**src/cfb_pkg.sv**
```systemverilog
// shared types, constants and crc function for the command frame builder
`default_nettype none

package cfb_pkg;

    localparam logic [31:0] CRC_INIT   = 32'hFFFF_FFFF;
    localparam logic [31:0] CRC_POLY   = 32'h04C1_1DB7;
    localparam logic [15:0] SIGN_RESET = 16'h484C;
    localparam logic [15:0] CMD_RESET  = 16'h0043;

    // register indexes on the config port (byte address bit 2)
    localparam logic REG_SIGN = 1'b0;
    localparam logic REG_CMD  = 1'b1;

    // one entry of the front-to-back queue
    typedef struct packed {
        logic        hdr;       // emit the two header words first
        logic        has_data;  // emit a payload word
        logic        fin;       // close the frame with the crc word
        logic [31:0] word;      // packed payload word
        logic [15:0] seq;       // sequence number for header word 1
        logic [15:0] plen;      // padded length for header word 1
    } cmd_t;

    typedef enum logic [1:0] {
        STEP_HDR0,
        STEP_HDR1,
        STEP_DATA,
        STEP_CRC
    } step_t;

    // crc-32/mpeg-2 over one word, msb first; flattens to an xor network
    function automatic logic [31:0] crc32_word(input logic [31:0] crc,
                                               input logic [31:0] word);
        logic [31:0] c;
        c = crc ^ word;
        for (int k = 0; k < 32; k++) begin
            c = c[31] ? ((c << 1) ^ CRC_POLY) : (c << 1);
        end
        return c;
    endfunction

endpackage

`default_nettype wire

```
**src/cfb_front.sv**
```systemverilog
// front end: accepts bytes, packs payload words and queues frame commands
`default_nettype none

module cfb_front (
    input  wire logic          aclk,
    input  wire logic          aresetn,
    input  wire logic          s_tvalid,
    output logic               s_tready,
    input  wire logic [39:0]   s_tdata,   // data_byte, msg_len, seq_number
    input  wire logic          s_tuser,   // first_byte
    input  wire logic          s_tlast,   // last_byte
    input  wire logic          q_full,
    output logic               push,
    output cfb_pkg::cmd_t      push_cmd
);

    logic [23:0] partial_reg, partial_next;
    logic [1:0]  lane_reg, lane_next;

    logic        accept;
    logic [7:0]  data_byte;
    logic [15:0] msg_len;
    logic [15:0] seq_number;
    logic [16:0] len_sum;
    logic [1:0]  lane_eff;
    logic [23:0] part_eff;
    logic [31:0] word;
    logic        zero_start;
    logic        emit_data;

    assign s_tready   = !q_full;
    assign accept     = s_tvalid && s_tready;
    assign data_byte  = s_tdata[7:0];
    assign msg_len    = s_tdata[23:8];
    assign seq_number = s_tdata[39:24];
    assign len_sum    = {1'b0, msg_len} + 17'd3;

    // a start drops any open partial word
    assign lane_eff   = s_tuser ? 2'd0 : lane_reg;
    assign part_eff   = s_tuser ? 24'd0 : partial_reg;
    assign zero_start = s_tuser && (msg_len == 16'd0);
    assign emit_data  = !zero_start && ((lane_eff == 2'd3) || s_tlast);

    always_comb begin
        case (lane_eff)
            2'd0:    word = {24'd0, data_byte};
            2'd1:    word = {16'd0, data_byte, part_eff[7:0]};
            2'd2:    word = {8'd0, data_byte, part_eff[15:0]};
            2'd3:    word = {data_byte, part_eff};
            default: word = 32'd0;
        endcase
    end

    always_comb begin
        push_cmd.hdr      = s_tuser;
        push_cmd.has_data = emit_data;
        push_cmd.fin      = zero_start || s_tlast;
        push_cmd.word     = word;
        push_cmd.seq      = seq_number;
        push_cmd.plen     = {len_sum[15:2], 2'b00};
        push              = accept && (s_tuser || emit_data);

        partial_next = partial_reg;
        lane_next    = lane_reg;
        if (accept) begin
            if (zero_start || emit_data) begin
                partial_next = 24'd0;
                lane_next    = 2'd0;
            end else begin
                partial_next = word[23:0];
                lane_next    = lane_eff + 2'd1;
            end
        end
    end

    always_ff @(posedge aclk) begin
        if (!aresetn) begin
            partial_reg <= 24'd0;
            lane_reg    <= 2'd0;
        end else begin
            partial_reg <= partial_next;
            lane_reg    <= lane_next;
        end
    end

endmodule

`default_nettype wire

```
**src/cfb_queue.sv**
```systemverilog
// small register queue between the front and back ends
`default_nettype none

module cfb_queue #(
    parameter int DEPTH = 4
) (
    input  wire logic           aclk,
    input  wire logic           aresetn,
    input  wire logic           push,
    input  wire cfb_pkg::cmd_t  push_cmd,
    input  wire logic           pop,
    output cfb_pkg::cmd_t       head,
    output logic                empty,
    output logic                full
);

    localparam int AW = (DEPTH > 1) ? $clog2(DEPTH) : 1;

    cfb_pkg::cmd_t  mem_reg [DEPTH];
    logic [AW-1:0]  wr_ptr_reg, wr_ptr_next;
    logic [AW-1:0]  rd_ptr_reg, rd_ptr_next;
    logic [AW:0]    count_reg, count_next;

    assign empty = (count_reg == '0);
    assign full  = (count_reg == (AW+1)'(DEPTH));
    assign head  = mem_reg[rd_ptr_reg];

    always_comb begin
        wr_ptr_next = wr_ptr_reg;
        rd_ptr_next = rd_ptr_reg;
        count_next  = count_reg;
        if (push) begin
            wr_ptr_next = (wr_ptr_reg == AW'(DEPTH - 1)) ? '0 : wr_ptr_reg + 1'b1;
        end
        if (pop) begin
            rd_ptr_next = (rd_ptr_reg == AW'(DEPTH - 1)) ? '0 : rd_ptr_reg + 1'b1;
        end
        case ({push, pop})
            2'b10:   count_next = count_reg + 1'b1;
            2'b01:   count_next = count_reg - 1'b1;
            default: count_next = count_reg;
        endcase
    end

    always_ff @(posedge aclk) begin
        if (!aresetn) begin
            wr_ptr_reg <= '0;
            rd_ptr_reg <= '0;
            count_reg  <= '0;
        end else begin
            wr_ptr_reg <= wr_ptr_next;
            rd_ptr_reg <= rd_ptr_next;
            count_reg  <= count_next;
        end
    end

    always_ff @(posedge aclk) begin
        if (push) begin
            mem_reg[wr_ptr_reg] <= push_cmd;
        end
    end

endmodule

`default_nettype wire

```
**src/cfb_back.sv**
```systemverilog
// back end: steps through header, payload and crc words into the output register
`default_nettype none

module cfb_back (
    input  wire logic           aclk,
    input  wire logic           aresetn,
    input  wire logic [15:0]    header_sign,
    input  wire logic [15:0]    command_code,
    input  wire cfb_pkg::cmd_t  head,
    input  wire logic           q_empty,
    output logic                pop,
    output logic                m_tvalid,
    input  wire logic           m_tready,
    output logic [31:0]         m_tdata,
    output logic                m_tlast
);

    cfb_pkg::step_t step_reg, step_next, start_step, cur_step;
    logic           begun_reg, begun_next;
    logic [31:0]    crc_reg, crc_next;
    logic           valid_reg, valid_next;
    logic [31:0]    data_reg, data_next;
    logic           last_reg, last_next;

    logic           out_ok;
    logic           emit;
    logic           more;
    logic           is_last;
    logic [31:0]    word;
    logic [31:0]    crc_base;
    logic [31:0]    crc_calc;

    assign out_ok = !valid_reg || m_tready;
    assign emit   = !q_empty && out_ok;

    assign start_step = head.hdr      ? cfb_pkg::STEP_HDR0 :
                        head.has_data ? cfb_pkg::STEP_DATA : cfb_pkg::STEP_CRC;
    assign cur_step   = begun_reg ? step_reg : start_step;

    always_comb begin
        word      = head.word;
        more      = 1'b0;
        is_last   = 1'b0;
        step_next = step_reg;
        case (cur_step)
            cfb_pkg::STEP_HDR0: begin
                word      = {command_code, header_sign};
                more      = 1'b1;
                step_next = cfb_pkg::STEP_HDR1;
            end
            cfb_pkg::STEP_HDR1: begin
                word      = {head.plen, head.seq};
                more      = head.has_data || head.fin;
                step_next = head.has_data ? cfb_pkg::STEP_DATA : cfb_pkg::STEP_CRC;
            end
            cfb_pkg::STEP_DATA: begin
                word      = head.word;
                more      = head.fin;
                step_next = cfb_pkg::STEP_CRC;
            end
            cfb_pkg::STEP_CRC: begin
                word      = crc_reg;
                is_last   = 1'b1;
                step_next = cfb_pkg::STEP_HDR0;
            end
            default: begin
                word      = head.word;
                step_next = cfb_pkg::STEP_HDR0;
            end
        endcase
    end

    // header word 0 restarts the crc
    assign crc_base = (cur_step == cfb_pkg::STEP_HDR0) ? cfb_pkg::CRC_INIT : crc_reg;
    assign crc_calc = cfb_pkg::crc32_word(crc_base, word);

    always_comb begin
        crc_next   = crc_reg;
        begun_next = begun_reg;
        data_next  = data_reg;
        last_next  = last_reg;
        valid_next = valid_reg && !m_tready;
        if (emit) begin
            crc_next   = is_last ? cfb_pkg::CRC_INIT : crc_calc;
            begun_next = more;
            data_next  = word;
            last_next  = is_last;
            valid_next = 1'b1;
        end
    end

    assign pop      = emit && !more;
    assign m_tvalid = valid_reg;
    assign m_tdata  = data_reg;
    assign m_tlast  = last_reg;

    always_ff @(posedge aclk) begin
        if (!aresetn) begin
            step_reg  <= cfb_pkg::STEP_HDR0;
            begun_reg <= 1'b0;
            crc_reg   <= cfb_pkg::CRC_INIT;
            valid_reg <= 1'b0;
        end else begin
            step_reg  <= emit ? step_next : step_reg;
            begun_reg <= begun_next;
            crc_reg   <= crc_next;
            valid_reg <= valid_next;
        end
    end

    always_ff @(posedge aclk) begin
        data_reg <= data_next;
        last_reg <= last_next;
    end

    a_crc_restart: assert property (@(posedge aclk) disable iff (!aresetn)
        (emit && cur_step == cfb_pkg::STEP_CRC) |=> (crc_reg == cfb_pkg::CRC_INIT))
        else $error("crc not restored after frame end");

    a_begun_has_entry: assert property (@(posedge aclk) disable iff (!aresetn)
        begun_reg |-> !q_empty)
        else $error("entry in progress but queue empty");

    a_crc_word_last: assert property (@(posedge aclk) disable iff (!aresetn)
        (emit && cur_step == cfb_pkg::STEP_CRC) |=> (m_tvalid && m_tlast))
        else $error("crc word not marked last");

    a_pop_only_at_end: assert property (@(posedge aclk) disable iff (!aresetn)
        pop |-> (cur_step == cfb_pkg::STEP_CRC || !head.fin))
        else $error("entry dropped before its crc word");

endmodule

`default_nettype wire

```
**src/command_frame_builder_crc32.sv**
```systemverilog
// top level of the command frame builder: config registers, front, queue and back end
// a completed payload word passes through the command queue, then the output register on m_tdata
// throughput: one byte per cycle; the back end issues one frame word per cycle while the output
//   register can take it; a start item causes up to four words, which the command queue absorbs;
//   s_tready falls only while the queue is full, i.e. while the output side is the bottleneck
// reset: synchronous active-low aresetn clears queue, packer, crc and output valid;
//   header_sign and command_code return to 0x484C and 0x0043
`default_nettype none

module command_frame_builder_crc32 #(
    parameter int QUEUE_DEPTH = 4
) (
    input  wire logic          aclk,
    input  wire logic          aresetn,

    // byte input, one message byte per word
    input  wire logic          s_tvalid,
    output logic               s_tready,
    input  wire logic [39:0]   s_tdata,   // [7:0] data_byte, [23:8] msg_len, [39:24] seq_number
    input  wire logic          s_tuser,   // [0] first_byte
    input  wire logic          s_tlast,   // last_byte

    // frame word output
    output logic               m_tvalid,
    input  wire logic          m_tready,
    output logic [31:0]        m_tdata,   // [31:0] frame_word
    output logic               m_tlast,   // word_last, set on the crc word

    // config port
    input  wire logic          psel,
    input  wire logic          penable,
    input  wire logic          pwrite,
    input  wire logic [2:0]    paddr,
    input  wire logic [31:0]   pwdata,
    output logic [31:0]        prdata,
    output logic               pready
);

    logic [15:0]   sign_reg, sign_next;
    logic [15:0]   cmd_reg, cmd_next;
    logic          cfg_wr;

    logic          q_push;
    logic          q_pop;
    logic          q_empty;
    logic          q_full;
    cfb_pkg::cmd_t q_in;
    cfb_pkg::cmd_t q_head;

    // config registers, word-aligned; only address bit 2 selects
    assign pready = 1'b1;
    assign cfg_wr = psel && penable && pwrite && pready;

    always_comb begin
        sign_next = sign_reg;
        cmd_next  = cmd_reg;
        if (cfg_wr) begin
            case (paddr[2])
                cfb_pkg::REG_SIGN: sign_next = pwdata[15:0];
                cfb_pkg::REG_CMD:  cmd_next  = pwdata[15:0];
                default:           sign_next = sign_reg;
            endcase
        end
        case (paddr[2])
            cfb_pkg::REG_SIGN: prdata = {16'd0, sign_reg};
            cfb_pkg::REG_CMD:  prdata = {16'd0, cmd_reg};
            default:           prdata = 32'd0;
        endcase
    end

    always_ff @(posedge aclk) begin
        if (!aresetn) begin
            sign_reg <= cfb_pkg::SIGN_RESET;
            cmd_reg  <= cfb_pkg::CMD_RESET;
        end else begin
            sign_reg <= sign_next;
            cmd_reg  <= cmd_next;
        end
    end

    // front: byte packing and command classification
    cfb_front u_front (
        .aclk     (aclk),
        .aresetn  (aresetn),
        .s_tvalid (s_tvalid),
        .s_tready (s_tready),
        .s_tdata  (s_tdata),
        .s_tuser  (s_tuser),
        .s_tlast  (s_tlast),
        .q_full   (q_full),
        .push     (q_push),
        .push_cmd (q_in)
    );

    // decoupling queue
    cfb_queue #(
        .DEPTH (QUEUE_DEPTH)
    ) u_queue (
        .aclk     (aclk),
        .aresetn  (aresetn),
        .push     (q_push),
        .push_cmd (q_in),
        .pop      (q_pop),
        .head     (q_head),
        .empty    (q_empty),
        .full     (q_full)
    );

    // back: header, payload and crc word sequencing
    cfb_back u_back (
        .aclk         (aclk),
        .aresetn      (aresetn),
        .header_sign  (sign_reg),
        .command_code (cmd_reg),
        .head         (q_head),
        .q_empty      (q_empty),
        .pop          (q_pop),
        .m_tvalid     (m_tvalid),
        .m_tready     (m_tready),
        .m_tdata      (m_tdata),
        .m_tlast      (m_tlast)
    );

    // the front only pushes when the queue has room
    a_no_overflow: assert property (@(posedge aclk) disable iff (!aresetn)
        q_push |-> !q_full)
        else $error("push into full queue");

    // an item that starts a frame always leaves a command behind
    a_start_pushes: assert property (@(posedge aclk) disable iff (!aresetn)
        (s_tvalid && s_tready && s_tuser) |=> !q_empty)
        else $error("frame start lost");

    // nothing leaves the queue while empty
    a_no_underflow: assert property (@(posedge aclk) disable iff (!aresetn)
        q_pop |-> !q_empty)
        else $error("pop from empty queue");

endmodule

`default_nettype wire

```
**config.mk**
```make
export PLATFORM = sky130hd
export DESIGN_NAME = command_frame_builder_crc32
export DESIGN_NICKNAME = d
export VERILOG_FILES = /design/src/cfb_pkg.sv /design/src/cfb_front.sv /design/src/cfb_queue.sv /design/src/cfb_back.sv /design/src/command_frame_builder_crc32.sv
export SDC_FILE = /design/constraint.sdc
export NUM_CORES = 1
export LEC_CHECK = 0
export BUFFER_PORTS_ARGS = -buffer_cell sky130_fd_sc_hd__buf_2
export CAP_MARGIN = 0
export CORE_ASPECT_RATIO = 0.9
export CORE_MARGIN = 2
export CORE_UTILIZATION = 48
export DETAILED_ROUTE_END_ITERATION = 10
export PLACE_DENSITY_LB_ADDON = 0.1
export RECOVER_POWER = 25
export SLEW_MARGIN = 20
export SYNTH_ARGS = -nofsm -noshare
export SYNTH_HDL_FRONTEND = slang
export SYNTH_HIERARCHICAL = 1
export SYNTH_SLANG_ARGS = --single-unit
```
**constraint.sdc**
```tcl
create_clock -name aclk -period 7.02 [get_ports aclk]
set_clock_uncertainty 0.15 [all_clocks]
set_input_delay 0.702 -clock aclk [delete_from_list [all_inputs] [get_ports aclk]]
set_output_delay 0.702 -clock aclk [all_outputs]
set_load 0.02 [all_outputs]
```
==> results.toml <==
[run_status]
run_status = "finished, violations left"
failed_checks = "capacitance limit, slew limit"

[final_layout]
final_util_pct = 54.19
multi_input_area_sq_um = 9224
nNetsFinal = 1720
drive_gt1_share_pct = 23.52
largest_reg_flops = 268
postLayoutCellArea_sq_um = 23380
syn_to_final_growth_pct = 10.99
n_antenna_cell = 0
final_cell_mix = "301 x edfxtp_1, 166 x xnor2_1, 159 x nand2_1"
final_common_cell = "edfxtp_1"
ff_latch_area_sq_um = 11110
fillers = 3606

[setup_path]
critPathMaxFanout = 11
crit_path_start_kind = "register"
reg2reg_setup_slack_ns = 0.61
worstPathArrival_ns = 6.55
path_class = "reg2reg"
required_ns = 7.17
cp-end-kind = "register"

[floorplan]
rows = 72
die_area_sq_um = 45590
start_util_pct = 48.83
die_h_um = 202.8
die_w_um = 224.8
core_area_sq_um = 43150
num_io_pins = 152

[clocking]
cts_hold_buf = 0
clk_latency_ns = 0.58
clock-sinks = 404
cts_buffer_depth = 3
cts_buffers = 44
cts_root_buf = "clkbuf_16"
cts_tree = "yes"
clk_pin_slew_ns = 0.06
post_cts_resized = 0
h-tree-depth = 2
post_cts_buffers = 0

[synth]
synthTopCellsByArea = "edfxtp_1 43%, dfxtp_1 9.8%, mux4_2 7.2%"
ys_types = 72
synth_seq_cells = 404
synth_top_area_cell = "edfxtp_1"
synth-seq-area-share_pct = 52.68
syn_inst = 1509
ys.flop_type = "edfxtp_1"
synth_top_area_share_pct = 42.90
yosysWarnings = 6
synth_edf_count = 301
synth_area_sq_um = 21070
syn_avg_cell_area_sq_um = 13.96
postSynth.asyncResetShare_pct = 0

[detailed_routing]
routed_wl_um = 51970
drc_errors = 0
ant_nets = 0
wl_per_cell_um = 23.53
vias = 12240
vias_per_cell = 5.541
drtIter0Drc = 1074
dr.pass1.iters = 5

[placed_design]
placed_area_sq_um = 22030
gp_routability_congestion = 0.8964
hpwl_um = 36410
port_buffers = 116
place_ws_ns = 0.6837

[global_route]
grt.total_usage_pct = 23.18
grt_max_degree = 87
grt-ovfl-total = 0
grt_pass1_wl_um = 77640
antenna_found_initial = 1
first_global_vias = 12130

[timing]
finalHoldViolations = 0
layout_setup_ws_ns = 0.6146
timing.final.crit_period_ns = 6.405
setup_viol = 0
worst_pin_slew_ns = 4.015
clock.fmax_mhz = 156.1
finalCritPeriodShare_pct = 91.24
fin_setup_tns_ns = 0
drv_slew = 87
relSlewSlack_pct = -167.7
rsz0062_at_grt = "false"

[run]
cap_viol_max_count = 1

[min_path]
hold_path_class = "in2reg"
final timing paths:
path                            start  cells past startpoint                      to
setup / recovery             register                     19      u_back/crc_reg[18]
hold / removal            s_tdata[39]                      1  u_queue/mem_reg[2][31]
setup reg to reg             register                     19      u_back/crc_reg[18]
hold reg to reg   u_front/lane_reg[0]                      2     u_front/lane_reg[0]
critical path, stage by stage, from the launching register on:
cell,delay (ns)
dfxtp_4,0.37
mux4_2,0.53
nor3_1,0.19
a21o_1,0.17
inv_1,0.10
ha_1,0.32
buf_4,0.26
a22oi_1,0.45
mux2i_2,0.37
buf_4,0.25
xnor3_1,0.42
o21ai_2,0.20
xnor2_2,0.26
xnor3_2,0.59
xor2_4,0.26
xnor2_4,0.40
xnor3_1,0.48
xnor2_1,0.15
o22ai_1,0.12
nand2_1,0.08
cells in the mapped netlist (6+ instances only):
cell type and n:
nand2b_1 33, a22o_2 16, o22ai_1 15, xnor2_2 7
a22oi_1 33, o21ai_0 21, buf_4 41, buf_1 10
mux2_2 53, nand2_1 159, nor2b_1 24, mux4_2 67
mux2i_1 61, dfxtp_1 103, buf_6 9, a21oi_1 17
edfxtp_1 301, o22a_1 7, buf_2 13, ha_1 16
and2_2 8, clkbuf_1 35, and2_1 9, a32o_1 7
xnor2_4 6, xor2_1 74, inv_1 17, nor3_1 6
a22o_1 17, xnor3_1 23, mux2i_2 6, xnor2_1 166
nor2_1 36
layout make-up:
class	instances	area share, %
Tap cell	555	2.970
Timing Repair Buffer	163	3.788
Inverter	17	0.2729
Sequential cell	404	47.49
Clock inverter	15	0.7437
Multi-Input combinational cell	989	39.44
Clock buffer	66	5.292
per-layer routing:
layer  share of wire (%)  GRT usage, %  up-vias
met1                  46         32.65     6221
met5               0.025             0        -
li1                    -             -     5670
met2                  48         37.57      278
met3                 4.3         3.386       70
met4                 2.3         6.693        2
cell families (layout without fill, tap and decap cells):
| group | count (synthesis) | in the layout | synth area share, % |
|---|---|---|---|
| XOR/XNOR | 296 | 296 | 15.97 |
| AND/OR/NAND/NOR | 300 | 300 | 6.657 |
| other | 3 | 19 | 0.05344 |
| adder cells (fa/ha/maj) | 17 | 17 | 1.045 |
| buffers and inverters | 132 | 261 | 3.896 |
| flip-flops | 404 | 404 | 52.68 |
| AO/OA/AOI/OAI | 167 | 167 | 6.087 |
| multiplexers | 190 | 190 | 13.60 |
stage by stage:
step,std cells,hold WS [ns]
after global routing,2209,0.2305
final,2209,0.2309
after detailed placement,2128,0.2852
after CTS,2209,0.1516
after global placement,2128,0.2808
after floorplan,1525,0.2673
Power is left out: the tool's default activity adds up to more than one toggle a clock period on the data nets, which glitch-free logic cannot reach.
